==> src/hw/rtl/rvap_mul_cell.sv <==
// ----------------------------------------------------------------------------
// rvap_mul_cell
// One cell of a multiplier chain: adds one chunk-by-chunk partial product.
// ----------------------------------------------------------------------------
module rvap_mul_cell #(
	parameter int WA = 32,
	parameter int WB = 32,
	parameter int CW = 32,
	parameter int WS = 1,
	parameter int NA = 1,
	parameter int NB = 1,
	parameter int IA = 0,
	parameter int IB = 0
) (
	input  logic                    clk,
	input  logic                    arst_n,
	input  logic                    en,
	input  logic                    vld_i,
	input  logic signed [WA-1:0]    a_i,
	input  logic signed [WB-1:0]    b_i,
	input  logic signed [WA+WB-1:0] acc_i,
	input  logic [WS-1:0]           side_i,
	output logic                    vld_o,
	output logic signed [WA-1:0]    a_o,
	output logic signed [WB-1:0]    b_o,
	output logic signed [WA+WB-1:0] acc_o,
	output logic [WS-1:0]           side_o
);

	localparam int WP  = WA + WB;
	localparam int WEA = NA * CW;
	localparam int WEB = NB * CW;
	localparam int SH  = CW * (IA + IB);

	logic signed [WEA-1:0]    a_ext;
	logic signed [WEB-1:0]    b_ext;
	logic signed [CW:0]       ca;
	logic signed [CW:0]       cb;
	logic signed [2*CW+1:0]   pp;
	logic signed [WP-1:0]     pp_w;
	logic                     vld_q;
	logic signed [WA-1:0]     a_q;
	logic signed [WB-1:0]     b_q;
	logic signed [WP-1:0]     acc_q;
	logic [WS-1:0]            side_q;

	// The top chunk of each operand carries the sign, the others are unsigned.
	always_comb begin
		a_ext = WEA'(a_i);
		b_ext = WEB'(b_i);
		if (IA == NA - 1) begin
			ca = {a_ext[IA*CW+CW-1], a_ext[IA*CW +: CW]};
		end else begin
			ca = {1'b0, a_ext[IA*CW +: CW]};
		end
		if (IB == NB - 1) begin
			cb = {b_ext[IB*CW+CW-1], b_ext[IB*CW +: CW]};
		end else begin
			cb = {1'b0, b_ext[IB*CW +: CW]};
		end
		pp   = ca * cb;
		pp_w = WP'(pp) <<< SH;
	end

	always_ff @(posedge clk or negedge arst_n) begin
		if (!arst_n) begin
			vld_q <= 1'b0;
		end else if (en) begin
			vld_q <= vld_i;
		end
	end

	always_ff @(posedge clk) begin
		if (en) begin
			a_q    <= a_i;
			b_q    <= b_i;
			acc_q  <= acc_i + pp_w;
			side_q <= side_i;
		end
	end

	assign vld_o  = vld_q;
	assign a_o    = a_q;
	assign b_o    = b_q;
	assign acc_o  = acc_q;
	assign side_o = side_q;

endmodule

==> src/hw/rtl/rvap_mul.sv <==
// ----------------------------------------------------------------------------
// rvap_mul
// Signed multiplier built as a chain of cells, one partial product per cell.
// ----------------------------------------------------------------------------
module rvap_mul #(
	parameter int WA = 32,
	parameter int WB = 32,
	parameter int CW = 32,
	parameter int WS = 1
) (
	input  logic                    clk,
	input  logic                    arst_n,
	input  logic                    en,
	input  logic                    vld_i,
	input  logic signed [WA-1:0]    a_i,
	input  logic signed [WB-1:0]    b_i,
	input  logic [WS-1:0]           side_i,
	output logic                    vld_o,
	output logic signed [WA+WB-1:0] p_o,
	output logic [WS-1:0]           side_o
);

	localparam int NA = (WA + CW - 1) / CW;
	localparam int NB = (WB + CW - 1) / CW;
	localparam int NC = NA * NB;
	localparam int WP = WA + WB;

	logic                 vld_w  [NC+1];
	logic signed [WA-1:0] a_w    [NC];
	logic signed [WB-1:0] b_w    [NC];
	logic signed [WP-1:0] acc_w  [NC+1];
	logic [WS-1:0]        side_w [NC+1];

	assign vld_w[0]  = vld_i;
	assign a_w[0]    = a_i;
	assign b_w[0]    = b_i;
	assign acc_w[0]  = '0;
	assign side_w[0] = side_i;

	for (genvar k = 0; k < NC; k++) begin : g_cell
		if (k < NC - 1) begin : g_mid
			rvap_mul_cell #(
				.WA(WA), .WB(WB), .CW(CW), .WS(WS),
				.NA(NA), .NB(NB), .IA(k / NB), .IB(k % NB)
			) u_cell (
				.clk(clk), .arst_n(arst_n), .en(en),
				.vld_i(vld_w[k]), .a_i(a_w[k]), .b_i(b_w[k]),
				.acc_i(acc_w[k]), .side_i(side_w[k]),
				.vld_o(vld_w[k+1]), .a_o(a_w[k+1]), .b_o(b_w[k+1]),
				.acc_o(acc_w[k+1]), .side_o(side_w[k+1])
			);
		end else begin : g_last
			rvap_mul_cell #(
				.WA(WA), .WB(WB), .CW(CW), .WS(WS),
				.NA(NA), .NB(NB), .IA(k / NB), .IB(k % NB)
			) u_cell (
				.clk(clk), .arst_n(arst_n), .en(en),
				.vld_i(vld_w[k]), .a_i(a_w[k]), .b_i(b_w[k]),
				.acc_i(acc_w[k]), .side_i(side_w[k]),
				.vld_o(vld_w[k+1]), .a_o(), .b_o(),
				.acc_o(acc_w[k+1]), .side_o(side_w[k+1])
			);
		end
	end

	assign vld_o  = vld_w[NC];
	assign p_o    = acc_w[NC];
	assign side_o = side_w[NC];

endmodule

==> config.mk <==
export PLATFORM = sky130hd
export DESIGN_NAME = rvap_mul
export DESIGN_NICKNAME = d
export VERILOG_FILES = /design/src/hw/rtl/rvap_mul_cell.sv /design/src/hw/rtl/rvap_mul.sv
export SDC_FILE = /design/constraint.sdc
export NUM_CORES = 2
export LEC_CHECK = 0
export BUFFER_PORTS_ARGS = -buffer_cell sky130_fd_sc_hd__buf_2
export CORE_ASPECT_RATIO = 0.9
export CORE_MARGIN = 3
export CORE_UTILIZATION = 40
export CTS_CLUSTER_DIAMETER = 30
export DETAILED_ROUTE_END_ITERATION = 10
export GPL_TIMING_DRIVEN = 0
export PLACE_DENSITY = 0.57
export SLEW_MARGIN = 10
export SYNTH_ARGS = -nofsm -noshare
export SYNTH_HDL_FRONTEND = slang
export SYNTH_SLANG_ARGS = --single-unit
export TNS_END_PERCENT = 30
==> constraint.sdc <==
create_clock -name clk -period 1.05 [get_ports clk]
set_clock_uncertainty 0.15 [all_clocks]
set_input_delay 0.105 -clock clk [delete_from_list [all_inputs] [get_ports clk]]
set_output_delay 0.105 -clock clk [all_outputs]
set_load 0.01 [all_outputs]
; After elaboration in Yosys (flattened, before gate mapping)
; Index checks and enable logic that the tools add are counted.
[totals]
regBits = 66
latch_bits = 0
ramBits = 0
romBits = 0
in_bits = 69
output_inout_bits = 66
wordCells = 4
memories = 0
[op_classes]
n_addsub = 0
multipliers = 1
div_mod_pow = 0
n_lt_le_gt_ge = 0
n_eq_ne = 0
shifts = 0
mux = 0
bitwise = 0
reduce_logical = 0
[ops]
columns = operator, n
row1 = multiplier 32 x 32 -> 64 bit, 1

; Depth between registers and ports, before layout
[depth]
depth_word = 1
ltp_mapped = 28
mapped_depth_nobuf = 27

; Cells and area by module
; A second synthesis with hierarchy kept.
[hier_totals]
hier_cells = 4463
area_unflattened_um2 = 44033.5
[modules_own_cells]
columns = mod, instances, cells_per_inst, area_per_inst_um2, seq_area_each_um2
row1 = rvap_mul_cell, 1, 4462, 44029.7, 3898.7
row2 = rvap_mul, 1, 1, 3.8, 0.0

; Least setup slack after synthesis
; Ideal clock, no wire load.
[synth_path]
path_kind = input to register
start = input b_i[2]
end = register g_cell[0].g_last.u_cell.acc_q[61] (data pin)
setup_ps = 268
arrival_ps = 7114
required_ps = 632
slack_ps = -6482
path_stages = 26
path_buffers = 1
path_cell_list = clkbuf_1 nand2_1 inv_1 fa_1 fa_1 fa_1 fa_1 inv_1 fa_1 inv_1 fa_1 inv_1 fa_1 inv_1 fa_1 ha_1 a21oi_1 nand2_1 a21o_1 a21oi_1 o21bai_1 a21oi_1 a21boi_0 o21ai_0 o311ai_2 xor2_1
[synth_between]
elab_chain_cells = 1
[synth_lines]
columns = item, line_no
row1 = "start, declared", rvap_mul.sv:16  ; input logic signed [WB-1:0] b_i,
row2 = multiplier 32 x 32 -> 64 bit, rvap_mul_cell.sv:61  ; pp = ca * cb;
row3 = net g_cell[0].g_last.u_cell.pp[61], rvap_mul_cell.sv:39  ; logic signed [2*CW+1:0] pp;
row4 = "end signal, assigned", rvap_mul_cell.sv:77  ; acc_q <= acc_i + pp_w;
row5 = "end, declared", rvap_mul_cell.sv:44  ; logic signed [WP-1:0] acc_q;
; The timed path passes the listed nets, and every way through them passes these cells.
; A chain may end at the register's enable or synchronous reset.

; Worst setup path after layout
[layout_path]
start = input b_i[31]
end = register g_cell[0].g_last.u_cell.acc_q[56] (data pin)
; Same word-level chain as after synthesis.

==> results.txt <==
The clock net sink count is between 60 and 70. The placeable core region is about 0.093 mm2. Of all cell types, the one taking the most synthesized area is sky130_fd_sc_hd__fa_1.

Of all flip-flops after synthesis, the portion carrying an async set or reset was 1.52%. STA classifies the critical path startpoint as an input pin. The count of pins on the block boundary came out at about 140. Data on the critical path is required at its endpoint by around 1100 ps. The flip-flop cell with the highest count after synthesis is sky130_fd_sc_hd__edfxtp_1. The cell chosen for the clock root is sky130_fd_sc_hd__clkbuf_16. The number of nets in the synthesized netlist came out at roughly 5200.

The area added between synthesis and finish is 21.4%. The height of the chip came out at around 300 um. The row count is 106. The final reports fail on negative setup slack. The detailed router finished its first iteration with between 2000 and 3000 violations. The initial antenna violation count is 27. The hold violation count in the final report came out at 0.

In this run the critical register-to-register path is captured at g_cell[0].g_last.u_cell.vld_o$_DFFE_PN0P_. Summing over every cut layer, the via total after detailed routing is 28615. The share of the core filled with cells in the final layout came out at roughly half. The final-report max-slew violation count is 0. For the pin with the worst max-slew slack, the measured transition is about 840 ps.

The startpoint of the lowest-slack hold path is a_i[1]. The buffer and inverter count on the worst path came out at 6. After clock tree synthesis, the clock-pin slew on the worst setup and hold paths is around 70 ps.

After technology mapping, the gate count stands at between 3000 and 4000. The Yosys step of the flow raised 0 warnings. The die covers between 0.09 and 0.1 mm2. The count of unresolved DRC violations after routing is 0. TritonCTS built the clock tree. The count of port buffers added during placement is between 100 and 150. In this run the worst path has a maximum fanout of 10. For this design, the slowest cell found on the critical path is sky130_fd_sc_hd__fa_1.

The per-instance average area after synthesis came out at a little under 10 um2. The number of failing setup endpoints in the final timing report came out at 128. The number of enable-type register cells in the synthesized netlist is between 60 and 70. The instance count along the most critical hold path is 3. The first detailed-routing pass took 5 iterations.

The overall routing resource usage is between 20% and 30%. The initial cell density of the core came out at between 40% and 50%. Based on the critical path, the design can be clocked at up to 135 MHz. The peak per-stage delay on the critical path is approximately 570 ps.

The largest buffer count on any clock path is 2. The final critical-path setup slack is -6370 ps. The clock period minus final worst setup slack is ~7400 ps. The share of the synthesized area in the top cell type is ~57%. The clock reaches the later pin of the worst-skew pair after approximately 400 ps.

Max-cap violations in this run came to 0. The worst reg-to-reg path cell count came out at 1. The detailed-route wire length is between 100000 and 150000 um. After synthesis, the cell types taking the most area are sky130_fd_sc_hd__fa_1 (57%), sky130_fd_sc_hd__inv_1 (9.5%), sky130_fd_sc_hd__and2_1 (8.5%), sky130_fd_sc_hd__ha_1 (6.1%), sky130_fd_sc_hd__edfxtp_1 (5.2%). The die extent in x came out at ~330 um. The via count of the first global-routing pass came to between 30000 and 40000. Setup repair after global routing could not meet its margin everywhere. The number of distinct library cells after synthesis came out at between 50 and 60. Global routing finished with a remaining overflow of 0. Yosys instantiated no cell more often than sky130_fd_sc_hd__fa_1. The class of the most critical hold timing path is input pin to register. The normalized max-slew margin is between 40 and 50%. After the last flow step, the layout net total stands at ~5500.

The synthesized netlist occupies a cell area of around 0.038 mm2. The start of the worst register-to-register path is g_cell[0].g_last.u_cell.vld_o$_DFFE_PN0P_. The run finished, with violations left.

The critical path in this run is classified as input pin to register. The CTS buffer count came out at 9. In this design, the critical path's most frequently occurring cell is sky130_fd_sc_hd__fa_1.

The first-pass GRT wire length is about 210000 um. The share of layout cells above drive strength 1 is between 10% and 20%. The half-perimeter wire length after detailed placement came out at 116000 um. For flop-to-flop paths, the worst setup slack is between 150 and 200 ps.

The path with the worst hold slack has its endpoint at g_cell[0].g_last.u_cell.acc_o[1]$_DFFE_PP_. The worst setup path is captured at a register. Among cell families on the critical path, the largest total delay comes from adder cells. The number of nets with antenna violations after routing is 0. The global placer's final weighted congestion came out at roughly 1.0. After synthesis the netlist holds a flip-flop and latch count of 66. STA puts the critical path data arrival time at around 7400 ps. The average wire per standard cell is 26.6 um. The maximum number of pins on one net before global-route repair came out at 36. The number of vias per cell is roughly 5.2. By count the netlist is led by sky130_fd_sc_hd__fa_1 (1082), sky130_fd_sc_hd__inv_1 (956), sky130_fd_sc_hd__nand2_1 (519). The portion of the clock cycle consumed by the worst path in the final layout is 706%. CTS built an H-tree with a depth of 3. After synthesis, flip-flops and latches occupy under 10% of the total area.
## tightest hold or removal path, delay by kind of cell
| family | cells | cell delay, ps |
|---|---|---|
| buffers and inverters | 1 | 140 |
| and+or+nand+nor | 1 | 140 |
| adders and majority gates | 1 | 120 |
## per-layer routing
layer	wire length, um	vias up	GRT usage [%]
li1	-	11765	-
met1	59300	15117	42.2
met2	62300	1435	43.8
met3	16800	290	8.24
met4	6800	8	10.9
met5	51	-	0
## cell families (layout without fill, tap and decap cells)
| family | Yosys count | in the layout | synth area share (%) |
|---|---|---|---|
| XOR/XNOR | 71 | 71 | 1.64 |
| buffers and inverters | 1154 | 1466 | 11.4 |
| AND/OR/NAND/NOR | 1141 | 1141 | 15.1 |
| multiplexers | 1 | 1 | 0.0297 |
| other | 0 | 17 | 0 |
| AO/OA/AOI/OAI | 189 | 189 | 3.27 |
| flip-flops | 66 | 66 | 5.22 |
| adder cells (fa/ha/maj) | 1266 | 1266 | 63.3 |
## worst max-delay path by stage
stage | from | slack, ps | cells past startpoint | end
after floorplan | a_i[31] | -6080 | 25 | g_cell[0].g_last.u_cell.acc_o[61]$_DFFE_PP_
after global placement | a_i[22] | -8170 | 25 | g_cell[0].g_last.u_cell.acc_o[56]$_DFFE_PP_
after detailed placement | a_i[22] | -8240 | 25 | g_cell[0].g_last.u_cell.acc_o[56]$_DFFE_PP_
after CTS | a_i[23] | -6290 | 26 | g_cell[0].g_last.u_cell.acc_o[55]$_DFFE_PP_
after global routing | a_i[30] | -6490 | 26 | g_cell[0].g_last.u_cell.acc_o[60]$_DFFE_PP_
final | b_i[31] | -6370 | 25 | g_cell[0].g_last.u_cell.acc_o[56]$_DFFE_PP_
## stage by stage
step	TNS (ps)	cell area (um2)	setup slack, ps	std cells	hold WS [ps]
after detailed placement	-425130	40600	-8240	5265	-267
after floorplan	-307240	38400	-6080	3888	-341
final	-325550	46000	-6370	5459	70.1
after global placement	-482980	40600	-8170	5264	-269
after global routing	-336200	46000	-6490	5447	91.1
after CTS	-331890	43700	-6290	5334	28.0
## registers in the layout, summed over array words and instances, names as in the netlist
| register | flops |
|---|---|
| g_cell.g_last.u_cell.side_o | 1 |
| g_cell.g_last.u_cell.vld_o | 1 |
| g_cell.g_last.u_cell.acc_o | 64 |
## cell type report
cell class	instances	area, um2
fillers	8732	47400
repair buffers	299	2660
inverters	956	3610
flip-flops and latches	66	1980
multi-input cells	2668	32900
clock buffers	9	225
clock inverters	7	93.8
well taps	1242	1550
diodes	17	42.5
plain buffers	195	2980
## cell usage in the layout (no fill, tap or decap), types with 43 or more instances in the layout
cell type                   count
sky130_fd_sc_hd__and2_1       484
sky130_fd_sc_hd__buf_12        43
sky130_fd_sc_hd__buf_2         94
sky130_fd_sc_hd__buf_4        135
sky130_fd_sc_hd__buf_6         60
sky130_fd_sc_hd__buf_8         43
sky130_fd_sc_hd__clkbuf_16     58
sky130_fd_sc_hd__edfxtp_1      65
sky130_fd_sc_hd__fa_1        1022
sky130_fd_sc_hd__fa_2          60
sky130_fd_sc_hd__ha_1         149
sky130_fd_sc_hd__inv_1        929
sky130_fd_sc_hd__nand2_1      503
sky130_fd_sc_hd__nor2_1        45
sky130_fd_sc_hd__xnor2_1       48
## what timing repair did
item	in CTS	in global routing
endpoints found under the setup margin	129	128
pin swaps	58	111
endpoints found under the hold margin	4	0
setup buffers	53	93
hold buffers	5	0
gates cloned	1	17
gates resized for setup	566	432
Power is not shown: default switching activity piles up to over one toggle a cycle in this logic, so the estimate is an artifact.
